===== src/addressable_led_bit_encoder_top_macros.svh =====
// Assertion macros shared by the encoder modules.
// Each macro expects clk and rst_n in scope and is disabled during reset.
`ifndef ADDRESSABLE_LED_BIT_ENCODER_TOP_MACROS_SVH
`define ADDRESSABLE_LED_BIT_ENCODER_TOP_MACROS_SVH

// The consequent must hold in the same cycle as the antecedent.
`define ALED_ASSERT_SAME(label, ante, cons) \
    label: assert property (@(posedge clk) disable iff (!rst_n) (ante) |-> (cons)) \
        else $error("aled assertion failed in the same cycle");

// The consequent must hold in the cycle after the antecedent.
`define ALED_ASSERT_NEXT(label, ante, cons) \
    label: assert property (@(posedge clk) disable iff (!rst_n) (ante) |=> (cons)) \
        else $error("aled assertion failed in the next cycle");

`endif


===== src/aled_pkg.sv =====
package aled_pkg;

    // Configuration register indexes.
    localparam logic [2:0] REG_TIMING_PROFILE   = 3'd0;
    localparam logic [2:0] REG_CUSTOM_ZERO_HIGH = 3'd1;
    localparam logic [2:0] REG_CUSTOM_ONE_HIGH  = 3'd2;
    localparam logic [2:0] REG_CUSTOM_ZERO_LOW  = 3'd3;
    localparam logic [2:0] REG_CUSTOM_ONE_LOW   = 3'd4;
    localparam logic [2:0] REG_RESET_GAP_US     = 3'd5;

    localparam logic [2:0] PROFILE_CUSTOM = 3'd7;

    localparam logic [8:0] GAP_MIN_US   = 9'd50;
    localparam logic [8:0] GAP_MAX_US   = 9'd500;
    localparam logic [8:0] GAP_RESET_US = 9'd150;

    // Segment slots of one byte: leading reset, sixteen bit segments, trailing reset.
    localparam logic [4:0] SEG_LEAD     = 5'd0;
    localparam logic [4:0] SEG_FIRST_BIT = 5'd1;
    localparam logic [4:0] SEG_LAST_BIT = 5'd16;
    localparam logic [4:0] SEG_TRAIL    = 5'd17;

    // Active bit timing and reset gap, handed from the register file to the sequencer.
    typedef struct packed {
        logic [7:0] zero_high;
        logic [7:0] one_high;
        logic [7:0] zero_low;
        logic [7:0] one_low;
        logic [8:0] gap_us;
    } timing_t;

    // Fixed profile table: returns {zero_high, one_high, zero_low, one_low}.
    function automatic logic [31:0] profile_lookup(input logic [2:0] profile);
        logic [31:0] row;
        unique case (profile)
            3'd0:    row = {8'd0, 8'd1, 8'd1, 8'd0};
            3'd1:    row = {8'd1, 8'd2, 8'd2, 8'd1};
            3'd2:    row = {8'd1, 8'd3, 8'd3, 8'd1};
            3'd3:    row = {8'd2, 8'd5, 8'd5, 8'd2};
            3'd4:    row = {8'd3, 8'd8, 8'd8, 8'd3};
            3'd5:    row = {8'd5, 8'd12, 8'd12, 8'd5};
            3'd6:    row = {8'd8, 8'd18, 8'd18, 8'd8};
            default: row = {8'd0, 8'd1, 8'd1, 8'd0};
        endcase
        return row;
    endfunction

endpackage


===== src/aled_cfg_regs.sv =====
module aled_cfg_regs
    import aled_pkg::*;
(
    input  logic       clk,
    input  logic       rst_n,
    input  logic       cfg_valid,
    input  logic [2:0] cfg_index,
    input  logic [8:0] cfg_data,
    output timing_t    timing
);

    logic [2:0] profile_reg;
    logic [7:0] zero_high_reg;
    logic [7:0] one_high_reg;
    logic [7:0] zero_low_reg;
    logic [7:0] one_low_reg;
    logic [8:0] gap_reg;
    logic [8:0] gap_next;
    logic [31:0] fixed_row;

    // Out-of-range gap values are saturated into the legal window.
    always_comb
    begin
        if (cfg_data < GAP_MIN_US)
        begin
            gap_next = GAP_MIN_US;
        end
        else if (cfg_data > GAP_MAX_US)
        begin
            gap_next = GAP_MAX_US;
        end
        else
        begin
            gap_next = cfg_data;
        end
    end

    always_ff @(posedge clk or negedge rst_n)
    begin
        if (!rst_n)
        begin
            profile_reg   <= 3'd2;
            zero_high_reg <= 8'd1;
            one_high_reg  <= 8'd3;
            zero_low_reg  <= 8'd3;
            one_low_reg   <= 8'd1;
            gap_reg       <= GAP_RESET_US;
        end
        else if (cfg_valid)
        begin
            unique case (cfg_index)
                REG_TIMING_PROFILE:   profile_reg   <= cfg_data[2:0];
                REG_CUSTOM_ZERO_HIGH: zero_high_reg <= cfg_data[7:0];
                REG_CUSTOM_ONE_HIGH:  one_high_reg  <= cfg_data[7:0];
                REG_CUSTOM_ZERO_LOW:  zero_low_reg  <= cfg_data[7:0];
                REG_CUSTOM_ONE_LOW:   one_low_reg   <= cfg_data[7:0];
                REG_RESET_GAP_US:     gap_reg       <= gap_next;
                default:              ;
            endcase
        end
    end

    assign fixed_row = profile_lookup(profile_reg);

    always_comb
    begin
        timing.gap_us = gap_reg;
        if (profile_reg == PROFILE_CUSTOM)
        begin
            timing.zero_high = zero_high_reg;
            timing.one_high  = one_high_reg;
            timing.zero_low  = zero_low_reg;
            timing.one_low   = one_low_reg;
        end
        else
        begin
            timing.zero_high = fixed_row[31:24];
            timing.one_high  = fixed_row[23:16];
            timing.zero_low  = fixed_row[15:8];
            timing.one_low   = fixed_row[7:0];
        end
    end

endmodule


===== src/aled_seq.sv =====
`include "addressable_led_bit_encoder_top_macros.svh"

module aled_seq
    import aled_pkg::*;
(
    input  logic       clk,
    input  logic       rst_n,
    input  timing_t    timing,
    input  logic       in_valid,
    output logic       in_ready,
    input  logic [7:0] pixel_byte,
    input  logic       frame_start,
    input  logic       frame_end,
    output logic       out_valid,
    input  logic       out_ready,
    output logic       line_level,
    output logic [8:0] segment_length,
    output logic       in_microseconds,
    output logic       run_end
);

    logic       busy_reg,  busy_next;
    logic [4:0] idx_reg,   idx_next;
    logic [7:0] byte_reg;
    logic       last_reg;

    logic       out_valid_reg, out_valid_next;
    logic       level_reg;
    logic [8:0] len_reg;
    logic       micro_reg;
    logic       end_reg;

    logic       issue;
    logic       is_last;
    logic       in_accept;
    logic [4:0] bit_pos;
    logic [2:0] bit_sel;
    logic       bit_one;
    logic       seg_level;
    logic [8:0] seg_len;
    logic       seg_micro;

    assign issue     = busy_reg && (!out_valid_reg || out_ready);
    assign is_last   = (idx_reg == SEG_TRAIL) || ((idx_reg == SEG_LAST_BIT) && !last_reg);
    assign in_ready  = !busy_reg || (issue && is_last);
    assign in_accept = in_valid && in_ready;

    // Bit segments come in high/low pairs, most significant bit first.
    assign bit_pos = idx_reg - SEG_FIRST_BIT;
    assign bit_sel = 3'd7 - bit_pos[3:1];
    assign bit_one = byte_reg[bit_sel];

    always_comb
    begin
        if ((idx_reg == SEG_LEAD) || (idx_reg == SEG_TRAIL))
        begin
            seg_level = 1'b0;
            seg_len   = timing.gap_us;
            seg_micro = 1'b1;
        end
        else
        begin
            seg_level = !bit_pos[0];
            seg_micro = 1'b0;
            if (seg_level)
            begin
                seg_len = {1'b0, bit_one ? timing.one_high : timing.zero_high};
            end
            else
            begin
                seg_len = {1'b0, bit_one ? timing.one_low : timing.zero_low};
            end
        end
    end

    always_comb
    begin
        busy_next = busy_reg;
        idx_next  = idx_reg;
        if (issue)
        begin
            idx_next = idx_reg + 5'd1;
            if (is_last)
            begin
                busy_next = 1'b0;
            end
        end
        if (in_accept)
        begin
            busy_next = 1'b1;
            idx_next  = frame_start ? SEG_LEAD : SEG_FIRST_BIT;
        end
        out_valid_next = issue ? 1'b1 : (out_ready ? 1'b0 : out_valid_reg);
    end

    always_ff @(posedge clk or negedge rst_n)
    begin
        if (!rst_n)
        begin
            busy_reg      <= 1'b0;
            idx_reg       <= SEG_LEAD;
            out_valid_reg <= 1'b0;
        end
        else
        begin
            busy_reg      <= busy_next;
            idx_reg       <= idx_next;
            out_valid_reg <= out_valid_next;
        end
    end

    always_ff @(posedge clk)
    begin
        if (in_accept)
        begin
            byte_reg <= pixel_byte;
            last_reg <= frame_end;
        end
        if (issue)
        begin
            level_reg <= seg_level;
            len_reg   <= seg_len;
            micro_reg <= seg_micro;
            end_reg   <= is_last;
        end
    end

    assign out_valid       = out_valid_reg;
    assign line_level      = level_reg;
    assign segment_length  = len_reg;
    assign in_microseconds = micro_reg;
    assign run_end         = end_reg;

    `ALED_ASSERT_SAME(a_idx_range, busy_reg, idx_reg <= SEG_TRAIL)
    `ALED_ASSERT_SAME(a_accept_only_at_end, in_accept && busy_reg, issue && is_last)
    `ALED_ASSERT_NEXT(a_stay_busy, issue && !is_last, busy_reg)
    `ALED_ASSERT_SAME(a_reset_seg_low, out_valid_reg && micro_reg,
                      !level_reg && (len_reg >= GAP_MIN_US) && (len_reg <= GAP_MAX_US))

endmodule


===== src/addressable_led_bit_encoder_top.sv =====
// Channel  | Direction | Handshake             | Payload
// request  | in        | in_valid / in_ready   | pixel_byte, frame_start, frame_end
// result   | out       | out_valid / out_ready | line_level, segment_length,
//          |           |                       | in_microseconds, run_end
// config   | in        | cfg_valid / cfg_ready | cfg_index, cfg_data
//
// Each request yields 16 to 18 result segments (16 + frame_start + frame_end),
// one per cycle unless out_ready stalls; the single segment sequencer issues them.
// The next request is taken in the cycle its predecessor issues its last segment.
// Reset (rst_n, asynchronous, active low) restores the register defaults and empties
// the sequencer and the result register. A stalled result holds in the result
// register while the sequencer waits; configuration writes are always taken.

`include "addressable_led_bit_encoder_top_macros.svh"

module addressable_led_bit_encoder_top
    import aled_pkg::*;
(
    input  logic       clk,
    input  logic       rst_n,
    // Configuration write channel.
    input  logic       cfg_valid,
    output logic       cfg_ready,
    input  logic [2:0] cfg_index,
    input  logic [8:0] cfg_data,
    // Request channel.
    input  logic       in_valid,
    output logic       in_ready,
    input  logic [7:0] pixel_byte,
    input  logic       frame_start,
    input  logic       frame_end,
    // Result channel.
    output logic       out_valid,
    input  logic       out_ready,
    output logic       line_level,
    output logic [8:0] segment_length,
    output logic       in_microseconds,
    output logic       run_end
);

    timing_t timing;

    // Register writes never stall; indexes beyond the register list are dropped.
    assign cfg_ready = 1'b1;

    // Register file: holds the custom timings and the gap, and resolves the
    // active profile into one set of four bit lengths.
    aled_cfg_regs u_cfg_regs
    (
        .clk       (clk),
        .rst_n     (rst_n),
        .cfg_valid (cfg_valid),
        .cfg_index (cfg_index),
        .cfg_data  (cfg_data),
        .timing    (timing)
    );

    // Sequencer: latches one request, walks its segment slots and drives the
    // result register, which decouples the two handshakes.
    aled_seq u_seq
    (
        .clk             (clk),
        .rst_n           (rst_n),
        .timing          (timing),
        .in_valid        (in_valid),
        .in_ready        (in_ready),
        .pixel_byte      (pixel_byte),
        .frame_start     (frame_start),
        .frame_end       (frame_end),
        .out_valid       (out_valid),
        .out_ready       (out_ready),
        .line_level      (line_level),
        .segment_length  (segment_length),
        .in_microseconds (in_microseconds),
        .run_end         (run_end)
    );

    // The run_end flag closes every request, so a flagged segment is never a high one.
    `ALED_ASSERT_SAME(a_run_end_low, out_valid && run_end, !line_level)
    // A result that waits on a stalled consumer keeps its marker.
    `ALED_ASSERT_NEXT(a_stall_keeps_end, out_valid && !out_ready, $stable(run_end))
    // Register writes are never refused.
    `ALED_ASSERT_SAME(a_cfg_ready, 1'b1, cfg_ready)

endmodule

===== config.mk =====
export PLATFORM = sky130hd
export DESIGN_NAME = addressable_led_bit_encoder_top
export DESIGN_NICKNAME = d
export VERILOG_FILES = /design/src/aled_pkg.sv /design/src/aled_cfg_regs.sv /design/src/aled_seq.sv /design/src/addressable_led_bit_encoder_top.sv
export VERILOG_INCLUDE_DIRS = /design/src /design/src/src
export SDC_FILE = /design/constraint.sdc
export NUM_CORES = 1
export LEC_CHECK = 0
export BUFFER_PORTS_ARGS = -buffer_cell sky130_fd_sc_hd__clkbuf_2
export CAP_MARGIN = 20
export CORE_ASPECT_RATIO = 1.1
export CORE_MARGIN = 2
export CORE_UTILIZATION = 55
export CTS_CLUSTER_SIZE = 30
export DETAILED_ROUTE_END_ITERATION = 8
export GPL_TIMING_DRIVEN = 0
export PLACE_DENSITY = 0.79
export SLEW_MARGIN = 20
export SYNTH_ARGS = -nofsm -noshare
export SYNTH_HDL_FRONTEND = slang
export SYNTH_SLANG_ARGS = --single-unit
export TNS_END_PERCENT = 1

===== constraint.sdc =====
create_clock -name clk -period 3.3 [get_ports clk]
set_input_delay 0.33 -clock clk [delete_from_list [all_inputs] [get_ports clk]]
set_output_delay 0.33 -clock clk [all_outputs]
set_load 0.03 [all_outputs]

==> qor.csv, run 1 <==
stage,metric,value,unit
status,status,"complete, no violations",
synthesis,synth_common_cells,"dfrtp_1, mux2_2, nand2_1",
synthesis,netlist_instances,302,
synthesis,ys_warn_count,0,
sta,finalSetupViolCount,0,
clock_network,cts_root_buffer,clkbuf_8,
sta,rsz0062_at_grt,no,
sta,tightest_slew,911.3,ps
clock_network,clk_pin_slew,80,ps
synthesis,synth_top_area_cell,dfrtp_1,
drt,antenna_left,0,
clock_network,cts_tree,yes,
critical_path,crit_arrival,3090,ps
critical_path,cp_max_fo,10,
floorplan,core,0.006231,mm²
critical_path,start_kind,flop,
sta,slew_headroom,39.25,%
final_layout,final_cell_count_no_fill,440,
synthesis,synth_area_per_cell,11.89,µm²
grt,grt_pass1_vias,2636,
synthesis,synth_edf_count,21,
grt,grt_start_max_net_pins,52,
drt,firstDrtPassIters,4,
clock_network,cts.htree.levels,3,
critical_path,cpPeakStageDelay,440,ps
final_layout,finalNetCount,386,
pwr,max-vdd-ir-drop,0.5551,mV
floorplan,die_x,81.04,µm
drt,num_vias,2560,
drt,drt_iter0_drc,211,
sta,clock_skew,6.202,ps
synthesis,synth_nets,333,
critical_path,critical_path_class,flop to flop,
final_layout,drive_above_1_share,34.17,%
floorplan,start_util,57.63,%
synthesis,seq_area_frac_synth,53.48,%
floorplan,fp-row-count,30,
sta,clock.fmax,0.3285,GHz
synthesis,synth_area_leaders,"dfrtp_1, edfxtp_1, mux2_2",
placement,routabilityCongestion,0.9098,
synthesis,synth_seq_cells,72,
grt,track_usage,24.37,%
critical_path,reg2reg_depth,11,
placement,io_buffers,40,
synthesis,synth_top_area_share,27.87,%
sta,fin_crit_sh,92.24,%
critical_path,r2r-end,u_seq.segment_length[1],
critical_path,crit_buf_inv,3,
pwr,power_per_cell_area,912.7,mW/mm²
pwr,p_leak,0.001717,µW
placement,dp.cells,423,
grt,grt_overflow_total,0,
floorplan,die_h,88.75,µm
clock_network,clock-sinks,72,
clock_network,cts_made_buffers,9,
critical_path,rrSetupSlack,260,ps
sta,min_period,3044,ps
synthesis,yosys_most_used_dff,dfrtp_1,
synthesis,synth.most_common_cell,dfrtp_1,
drt,drc,0,
grt,antenna_found_initial,0,
critical_path,endpoint_kind,flop,
run,maxCapViolations,0,
synthesis,synth_cell_types,53,
min_path,hold_path_class,primary input to async pin,
final_layout,n_fill_cell,507,
drt,wl_per_cell,17.80,µm
clock_network,clk_latency,350,ps
final_layout,syn_to_final_growth,15.05,%
sta,final_hold_viol_count,0,
drt,vias_per_cell,5.818,
critical_path,cp_top_family,multiplexers,
sta,report.final.slew_viol_count,0,
critical_path,crit_slowest_cell,ha_2,
critical_path,r2r-start,u_seq.idx_reg[0],
drt,drt_wl_total,7.832,mm
critical_path,cp_common_cell,mux2i_1,
floorplan,dieArea,0.007192,mm²
floorplan,io_pins,42,
sta,setup_tns,0,ps
grt,grt_pass1_wl,13.04,mm
final_layout,diodes,0,
placement,hpwl,5.575,mm
clock_network,clk_path_buf_depth,2,
critical_path,cp_cell_sequence,"buf_6, inv_1, ha_2, mux2i_1, mux2i_1, mux2_4, buf_2, nand4_1, nand3_1, a211oi_1, a221oi_1",
synthesis,synthesis.area,0.003591,mm²
critical_path,worstPathRequired,3350,ps
synthesis,ys_async_sr_fraction,70.83,%
-- cell type report --
class	count	area, µm²	share of cell area, %
flip-flops and latches	72	1921	46.49
multi-input cells	207	1578	38.19
repair buffers	43	225.2	5.451
clock buffers	10	137.6	3.331
well taps	80	100.1	2.423
plain buffers	15	76.32	1.847
clock inverters	6	67.56	1.635
inverters	7	26.28	0.6360
-- per-stage QoR --
stage	area, µm²	setup WS, ps	total power, µW	hold slack [ps]	util, %
2_1_floorplan	3591	559.7	2583	34.41	-
3_3_place_gp	3891	82.53	2932	442.9	62.45
3_5_place_dp	3906	63.29	2982	442.9	62.69
4_1_cts	4111	28.70	3705	68.59	65.98
5_1_grt	4131	43.14	4014	83.32	66.31
6_report	4131	256.0	3771	41.85	66.31
-- worst register-to-register path, stage by stage, from the launching register on --
cell	delay [ps]
dfrtp_1	400
buf_6	180
inv_1	150
ha_2	440
mux2i_1	310
mux2i_1	160
mux2_4	360
buf_2	210
nand4_1	120
nand3_1	90
a211oi_1	210
a221oi_1	100
-- layout by cell type (no fill, tap or decap), drive strengths merged, types with 2 or more instances in the layout --
master	n
clkbuf	59
dfrtp	40
mux2	34
nand2	30
edfxtp	21
nor2	18
o21ai	15
mux2i	14
dfstp	11
nand3	10
a21oi	10
buf	9
inv	8
nand4	7
nand2b	7
nor3	6
a22o	5
mux4	4
o211ai	4
xor2	4
ha	4
nor2b	3
o22a	3
and2	3
clkinvlp	3
xnor2	3
a22oi	2
a21boi	2
and3	2
a211oi	2
o31ai	2
-- how the worst max path moves through the flow --
stage | from | endpoint | slack (ps) | cells after the start
global route | u_seq.idx_reg[0] | u_seq.segment_length[1] | 40 | 11
CTS | u_seq.idx_reg[0] | u_seq.segment_length[1] | 30 | 10
finish | u_seq.idx_reg[0] | u_seq.segment_length[1] | 260 | 11
floorplan | u_seq.idx_reg[0] | u_seq.segment_length[1] | 560 | 10
global placement | u_seq.idx_reg[0] | u_seq.segment_length[1] | 80 | 10
detailed placement | u_seq.idx_reg[0] | u_seq.segment_length[1] | 60 | 10
-- routing by layer --
| metal | track usage [%] | wire (µm) | vias to the layer above |
|---|---|---|---|
| met2 | 41.25 | 4060 | 65 |
| met4 | 7.858 | 80 | 0 |
| met3 | 5.816 | 314 | 8 |
| met1 | 31.01 | 3377 | 1279 |
| li1 | - | - | 1208 |
| met5 | 0 | 0 | - |
-- where the power goes --
part	leakage (µW)	switching, µW	internal, µW	total [µW]
Combinational	0.000827	1010	747	1750
Clock	0.0000951	348	371	719
Sequential	0.000795	119	1180	1300
Total	0.00172	1470	2300	3770
-- logic make-up after synthesis --
logic type | Yosys count | share of synthesized area [%]
simple gates | 91 | 12.58
flops | 72 | 53.48
fa+ha+maj | 4 | 1.394
buf+inv | 23 | 2.962
xor+xnor | 7 | 2.439
other cells | 1 | 0.1044
mux | 52 | 17.28
compound gates | 52 | 9.756
-- what timing repair did --
item / 4_1_cts / 5_1_grt
endpoints found under the hold margin: 0 / 0
endpoints found under the setup margin: 0 / 5
hold buffers: 0 / 0
resized for setup: 0 / 3
buffers inserted: 0 / 2
(Power assumes the default switching activity.)
==> run 2: changes to the inputs <==
--- a/config.mk
+++ b/config.mk
@@ -11,12 +11,15 @@
 export CORE_ASPECT_RATIO = 1.1
 export CORE_MARGIN = 2
 export CORE_UTILIZATION = 55
+export CTS_BUF_LIST = sky130_fd_sc_hd__clkbuf_16
 export CTS_CLUSTER_SIZE = 30
 export DETAILED_ROUTE_END_ITERATION = 8
 export GPL_TIMING_DRIVEN = 0
 export PLACE_DENSITY = 0.79
+export SKIP_CTS_REPAIR_TIMING = 1
 export SLEW_MARGIN = 20
 export SYNTH_ARGS = -nofsm -noshare
 export SYNTH_HDL_FRONTEND = slang
+export SYNTH_HIERARCHICAL = 1
 export SYNTH_SLANG_ARGS = --single-unit
 export TNS_END_PERCENT = 1
==> run 2 against run 1 <==
- clock power grew 29%
- final cell count is 3.6% higher
- via count rose by 1.3%
- critical endpoint is now u_seq/segment_length[0]
- largest power group unchanged
==> qor.csv, run 2 <==
stage,metric,value,unit,change
grt,grt.met2_usage,38.36,%,-2.9 points
placement,pre_cts_ws,-544.2,ps,-607.5 ps
pwr,total_power,4000,µW,+6.1%
synthesis,synth_simple_gate_area_share,14.75,%,+2.2 points
drt,wl_per_cell,17.58,µm,-1.3%
critical_path,rrSetupSlack,170,ps,-80 ps
grt,grt_start_max_net_pins,52,,unchanged
final_layout,syn_to_final_growth,16.73,%,
pwr,p_leak,0.001825,µW,+6.3%
floorplan,io_pins,42,,unchanged
synthesis,synth_edf_count,21,,unchanged
drt,drc,0,,unchanged
synthesis,synth_top_family_by_area,multiplexers,,
drt,num_vias,2594,,+1.3%
status,status,"complete, no violations",,
clock_network,cts_tree,yes,,
synthesis,synth_area_per_cell,11.56,µm²,-2.8%
clock_network,clock-sinks,72,,unchanged
sta,layout_setup_ws,172.4,ps,-83.61 ps
clock_network,cts.htree.levels,3,,unchanged
synthesis,synth_common_cells,"dfrtp_1, mux2_2, nand2_1",,
synthesis,synth_seq_cells,72,,unchanged
synthesis,netlist_instances,317,,+5.0%
synthesis,synth.most_common_cell,dfrtp_1,,
drt,drt_wl_total,8.015,mm,+2.3%
final_layout,diodes,0,,unchanged
sta,report.final.slew_viol_count,0,,unchanged
synthesis,synth_nets,348,,+4.5%
critical_path,start_kind,flop,,
clock_network,clk_pin_slew,50,ps,-30 ps
sta,rsz0062_at_grt,no,,
clock_network,clk_path_buf_depth,2,,unchanged
final_layout,final_cell_mix,"dfrtp_1, clkbuf_2, mux2_2, nand2_1, nor3_1",,
floorplan,die_x,81.83,µm,+0.97%
sta,finalSetupViolCount,0,,unchanged
clock_network,cts_root_buffer,clkbuf_16,,
floorplan,fp-row-count,31,,+3.3%
final_layout,drive_above_1_share,32.89,%,-1.3 points
grt,grt.met3_usage,5.000,%,-0.82 points
drt,antenna_left,0,,unchanged
synthesis,ys_warn_count,6,,+6
synthesis,ys_async_sr_fraction,70.83,%,unchanged
synthesis,synth_area_leaders,"dfrtp_1, edfxtp_1, mux2_2",,
grt,grt_overflow_total,0,,unchanged
run,maxCapViolations,0,,unchanged
final_layout,finalNetCount,400,,+3.6%
sta,setup_tns,0,ps,unchanged
critical_path,critical_path_class,flop to flop,,
floorplan,start_util,56.24,%,-1.4 points
grt,antenna_found_initial,0,,unchanged
grt,grt_pass1_wl,12.43,mm,-4.7%
floorplan,core,0.006516,mm²,+4.6%
sta,clock.fmax,0.3197,GHz,-2.7%
placement,routabilityCongestion,0.8118,,-11%
synthesis,synth_cell_types,49,,-7.5%
critical_path,endpoint_kind,flop,,
synthesis,synth-adder-area-share,1.366,%,-0.028 points
synthesis,synth_top_area_cell,dfrtp_1,,
final_layout,final_common_cell,dfrtp_1,,
sta,tightest_slew,955.0,ps,+43.72 ps
critical_path,cp_max_fo,10,,unchanged
sta,fin_crit_sh,94.78,%,+2.5 points
drt,vias_per_cell,5.689,,-2.2%
synthesis,yosys_most_used_dff,dfrtp_1,,
synthesis,synthesis.area,0.003665,mm²,+2.1%
grt,grt_pass1_vias,2483,,-5.8%
clock_network,clk_latency,330,ps,-20 ps
sta,slew_headroom,36.34,%,-2.9 points
drt,drt_iter0_drc,208,,-1.4%
synthesis,seq_area_frac_synth,52.41,%,-1.1 points
sta,clock_skew,4.105,ps,-2.097 ps
min_path,hold_path_class,primary input to async pin,,
floorplan,die_h,89.61,µm,+0.97%
drt,firstDrtPassIters,4,,unchanged
placement,hpwl,5.395,mm,-3.2%
synthesis,synth_compound_area_share,9.457,%,-0.30 points
floorplan,dieArea,0.007333,mm²,+2.0%
placement,io_buffers,40,,unchanged
pwr,power_per_cell_area,935.1,mW/mm²,+2.5%
grt,track_usage,23.73,%,-0.64 points
grt,use_met1,30.89,%,-0.13 points
synthesis,synth_top_area_share,27.31,%,-0.56 points
synthesis,synth-xor-area-share,1.639,%,-0.80 points
critical_path,worstPathRequired,3460,ps,+110 ps
grt,busiest_layer,met2,,
sta,min_period,3128,ps,+83.61 ps
pwr,max-vdd-ir-drop,0.5085,mV,-8.4%
sta,final_hold_viol_count,0,,unchanged
critical_path,crit_arrival,3280,ps,+190 ps
clock_network,cts_made_buffers,9,,unchanged
synthesis,muxShareOfSynthArea,16.59,%,-0.69 points
[run 2: report_power, final]
group | internal [µW] | switching, µW
logic | 770 | 983
registers | 1210 | 105
clock network | 576 | 354
[run 2: cells by family (layout without fill, tap and decap cells)]
family	after synthesis	after routing
and+or+nand+nor	105	105
adders and majority gates	4	4
other	1	1
xor gates and xnor gates	6	6
muxes	52	52
AOI/OAI and AO/OA	48	48
buffers and inverters	29	86
DFF	72	72
[run 2: area by class of cell]
cell class | count | area, µm²
Fill cell | 474 | 2238
Clock buffer | 9 | 225.2
Multi-Input combinational cell | 216 | 1612
Timing Repair Buffer | 41 | 210.2
Inverter | 13 | 48.80
Buffer | 16 | 96.34
Tap cell | 82 | 102.6
Sequential cell | 72 | 1921
Clock inverter | 7 | 62.56
[run 2: final timing paths]
path | startpoint | end | cells after the start
max | u_seq/idx_reg[0] | u_seq/segment_length[0] | 10
min | rst_n | u_cfg_regs/one_high_reg[7] | 1
max reg2reg | u_seq/idx_reg[0] | u_seq/segment_length[0] | 10
min reg2reg | u_cfg_regs/gap_reg[4] | u_cfg_regs/gap_reg[4] | 2
max in group asynchronous | rst_n | u_cfg_regs/zero_low_reg[4] | 1
min in group clk | frame_start | u_seq/idx_reg[0] | 2
[run 2: stage by stage]
step	instances	utilization [%]	hold slack [ps]	instance area (µm²)
after floorplan	317	-	34.41	3665
after global placement	439	60.89	451.2	3968
after detailed placement	439	60.93	450.5	3970
after CTS	455	65.34	113.1	4258
after global routing	456	65.65	143.1	4278
final	456	65.65	73.33	4278
[run 2: metal layers]
metal / vias up / part of all wire [%]
met4: 0 / 1.9
li1: 1225 / -
met1: 1272 / 44
met3: 12 / 5.6
met2: 85 / 49
met5: - / 0
[run 2: worst max-delay path, cell delays in order (launching register included)]
cell and delay, ps:
dfrtp_1 380, buf_4 220, buf_6 180, inv_1 120, ha_1 260, xor2_2 250, mux4_2 570, mux2i_4 210
buf_4 200, mux2_1 340, a211oi_2 230
==> run 3: changes to the inputs <==
--- a/config.mk
+++ b/config.mk
@@ -6,6 +6,7 @@
 export SDC_FILE = /design/constraint.sdc
 export NUM_CORES = 1
 export LEC_CHECK = 0
+export ABC_AREA = 1
 export BUFFER_PORTS_ARGS = -buffer_cell sky130_fd_sc_hd__clkbuf_2
 export CAP_MARGIN = 20
 export CORE_ASPECT_RATIO = 1.1
@@ -15,7 +16,7 @@
 export CTS_CLUSTER_SIZE = 30
 export DETAILED_ROUTE_END_ITERATION = 8
 export GPL_TIMING_DRIVEN = 0
-export PLACE_DENSITY = 0.79
+export PLACE_DENSITY = 0.78
 export SKIP_CTS_REPAIR_TIMING = 1
 export SLEW_MARGIN = 20
 export SYNTH_ARGS = -nofsm -noshare
==> run 3 against run 2 <==
- combinational power increased by 3%
- cell area increased by 7.3%
- routed wire length increased by 6.9%
- hold slack got worse by 23 ps
- sequential share of layout area decreased by 3.0 points
- critical path depth increased by 6
- clock skew about the same
- clock power increased by 5.7%
- critical endpoint is now u_seq/segment_length[6]
==> qor.csv, run 3 <==
stage,metric,value,unit,change
sta,report.final.slew_viol_count,0,,unchanged
critical_path,cpPeakStageDelay,420,ps,-150 ps
final_layout,finalNetCount,580,,+45%
pwr,combPwrFrac,44.0,%,+0.2 points
sta,fin_crit_sh,74.43,%,-20 points
drt,drc,0,,unchanged
sta,clock.fmax,0.4071,GHz,+27%
pwr,p_clk_share,23.9,%,+0.7 points
grt,grt_pass1_wl,14.68,mm,+18%
critical_path,cp_cell_sequence,"inv_2, buf_2, ha_1, inv_2, nand2_1, nand2_1, nand2_1, nand2_2, nand2_4, nand2_4, buf_6, nand2_1, nand3_1, nand2_1, nand2_1, nand2_1",,
drt,vias_per_cell,5.155,,-9.4%
synthesis,synth_top_family_by_area,simple AND/OR/NAND/NOR gates,,
final_layout,drive_above_1_share,23.65,%,-9.2 points
synthesis,yosys_most_used_dff,dfrtp_1,,
drt,drt_wl_total,8.569,mm,+6.9%
critical_path,cp_max_fo,11,,+1
synthesis,ys_async_sr_fraction,70.83,%,unchanged
floorplan,io_pins,42,,unchanged
grt,antenna_found_initial,0,,unchanged
critical_path,crit_arrival,2540,ps,-740 ps
pwr,p_switching,1693,µW,+17%
clock_network,clock-sinks,72,,unchanged
clock_network,cts.htree.levels,3,,unchanged
pwr,swShare,41.21,%,+5.1 points
placement,routabilityCongestion,0.8784,,+8.2%
final_layout,n_fill_cell,564,,+19%
grt,grt_pass1_vias,3222,,+30%
sta,tightest_slew,890.8,ps,-64.14 ps
synthesis,synth_top_area_cell,dfrtp_1,,
synthesis,synth_common_cells,"nand2_1, inv_1, nand3_1",,
sta,slew_headroom,40.61,%,+4.3 points
synthesis,seq_area_frac_synth,48.32,%,-4.1 points
pwr,total_power,4108,µW,+2.7%
placement,pre_cts_ws,942.8,ps,+1487 ps
sta,min_period,2456,ps,-671.3 ps
final_layout,regArea,0.001921,mm²,unchanged
clock_network,clk_path_buf_depth,2,,unchanged
floorplan,fp-row-count,32,,+3.2%
min_path,hold_path_class,primary input to async pin,,
sta,final_hold_viol_count,0,,unchanged
synthesis,synth.most_common_cell,nand2_1,,
run,maxCapViolations,0,,unchanged
synthesis,synth_nets,529,,+52%
placement,place_area,0.004284,mm²,+7.9%
final_layout,final_cell_mix,"nand2_1, inv_1, nand3_1, dfrtp_1, clkbuf_2",,
clock_network,cts_tree,yes,,
synthesis,synth-xor-area-share,0.4407,%,-1.2 points
placement,io_buffers,40,,unchanged
floorplan,die_h,93.17,µm,+4.0%
drt,drt_iter0_drc,287,,+38%
clock_network,cts_made_buffers,9,,unchanged
synthesis,ys_warn_count,6,,unchanged
sta,setup_tns,0,ps,unchanged
synthesis,synth_simple_gate_area_share,30.12,%,+15 points
synthesis,synth_cell_types,35,,-29%
synthesis,muxShareOfSynthArea,0,%,-17 points
synthesis,synth_area_leaders,"dfrtp_1, edfxtp_1, nand2_1",,
critical_path,cp_top_family,simple AND/OR/NAND/NOR gates,,
synthesis,synth_area_per_cell,7.982,µm²,-31%
floorplan,dieArea,0.007924,mm²,+8.1%
floorplan,start_util,56.73,%,+0.49 points
grt,grt_overflow_total,0,,unchanged
critical_path,cp-startpoint,u_seq/idx_reg[0],,
final_layout,diodes,0,,unchanged
grt,grt_start_max_net_pins,52,,unchanged
final_layout,multi_input_area,0.001637,mm²,+1.6%
critical_path,r2r-start,u_seq/idx_reg[0],,
floorplan,core,0.007007,mm²,+7.5%
critical_path,worstPathRequired,3390,ps,-70 ps
synthesis,synth-adder-area-share,1.259,%,-0.11 points
clock_network,cts_root_buffer,clkbuf_16,,
critical_path,start_kind,flop,,
sta,rsz0062_at_grt,no,,
synthesis,synth_seq_cells,72,,unchanged
status,status,"complete, no violations",,
floorplan,die_x,85.06,µm,+3.9%
clock_network,clk_pin_slew,60,ps,about the same
final_layout,syn_to_final_growth,15.45,%,
placement,hpwl,6.231,mm,+16%
synthesis,synth_top_area_share,25.18,%,-2.1 points
drt,firstDrtPassIters,5,,+1
synthesis,synth_edf_count,21,,unchanged
sta,finalSetupViolCount,0,,unchanged
pwr,max-vdd-ir-drop,0.5908,mV,+16%
critical_path,critical_path_class,flop to flop,,
pwr,p_int,2415,µW,-5.6%
pwr,power_per_cell_area,895.2,mW/mm²,-4.3%
clock_network,clk_latency,330,ps,about the same
drt,num_vias,3294,,+27%
critical_path,crit_buf_inv,4,,unchanged
synthesis,netlist_instances,498,,+57%
critical_path,crit_slowest_cell,dfrtp_1,,
critical_path,cp_common_cell,nand2_1,,
pwr,p_leak,0.002333,µW,+28%
final_layout,final_design_area_no_fill,0.004589,mm²,+7.3%
sta,clock_skew,4.257,ps,+0.1512 ps
synthesis,synth_compound_area_share,9.254,%,-0.20 points
grt,track_usage,23.50,%,-0.23 points
synthesis,synthesis.area,0.003975,mm²,+8.5%
final_layout,final_common_cell,nand2_1,,
drt,antenna_left,0,,unchanged
pwr,sequentialPowerShare,32.1,%,-0.8 points
critical_path,endpoint_kind,flop,,
drt,wl_per_cell,13.41,µm,-24%
sta,layout_setup_ws,843.7,ps,+671.3 ps
## run 3: cell count changes after synthesis, moves of 9 or more
cell / before / now
mux2i_1: 9 / 0
nand3_1: 0 / 44
o21ai_2: 0 / 17
nor2_1: 20 / 36
o21ai_0: 11 / 21
mux2_2: 32 / 0
nor3_1: 22 / 2
nand2_1: 25 / 160
clkbuf_1: 9 / 0
and2_1: 17 / 0
inv_1: 12 / 64
## run 3: final timing paths
kind / endpoint / slack [ps] / cells past startpoint
setup / recovery: u_seq/segment_length[6] / 840 / 16
hold / removal: u_seq/idx_reg[4] / 50 / 1
setup reg to reg: u_seq/segment_length[6] / 840 / 16
hold reg to reg: u_cfg_regs/gap_reg[2] / 470 / 2
max in group asynchronous: u_cfg_regs/profile_reg[0] / 2760 / 1
min in group clk: u_seq/byte_reg[1] / 170 / 1
## run 3: final cells by class
type	instances	area share, %
Tap cell	85	2.317
Clock inverter	7	1.745
Buffer	16	2.890
Multi-Input combinational cell	335	35.66
Timing Repair Buffer	40	4.417
Inverter	75	6.216
Clock buffer	9	4.907
Sequential cell	72	41.85
## run 3: kinds of logic after synthesis
kind of cell             after synthesis
buffers and inverters                 91
AND/OR/NAND/NOR                      271
adder cells (fa/ha/maj)                4
other                                  1
flip-flops                            72
AO/OA/AOI/OAI                         57
XOR/XNOR                               2
## run 3: routing by layer
layer | track usage (%) | vias up | share of wire (%)
met5 | 0 | - | 0
met1 | 29.23 | 1500 | 44
met2 | 39.84 | 107 | 49
met4 | 9.656 | 0 | 2.3
met3 | 4.854 | 21 | 4.8
li1 | - | 1666 | -
## run 3: power groups by stage
stage	sequential [µW]	clock, µW	combinational, µW
6_report	1320	983	1810
2_1_floorplan	1440	0	1270
4_1_cts	1320	1000	1800
3_3_place_gp	1320	0	1720
3_5_place_dp	1330	0	1770
5_1_grt	1340	1040	2040
## run 3: per-stage QoR
stage          utilization (%)  std cells  hold slack [ps]
6_report                 65.50        639            50.14
5_1_grt                  65.50        639            109.1
4_1_cts                  65.50        639            93.74
3_5_place_dp             61.14        623            450.9
3_3_place_gp             61.11        623            456.9
2_1_floorplan                -        498            34.41
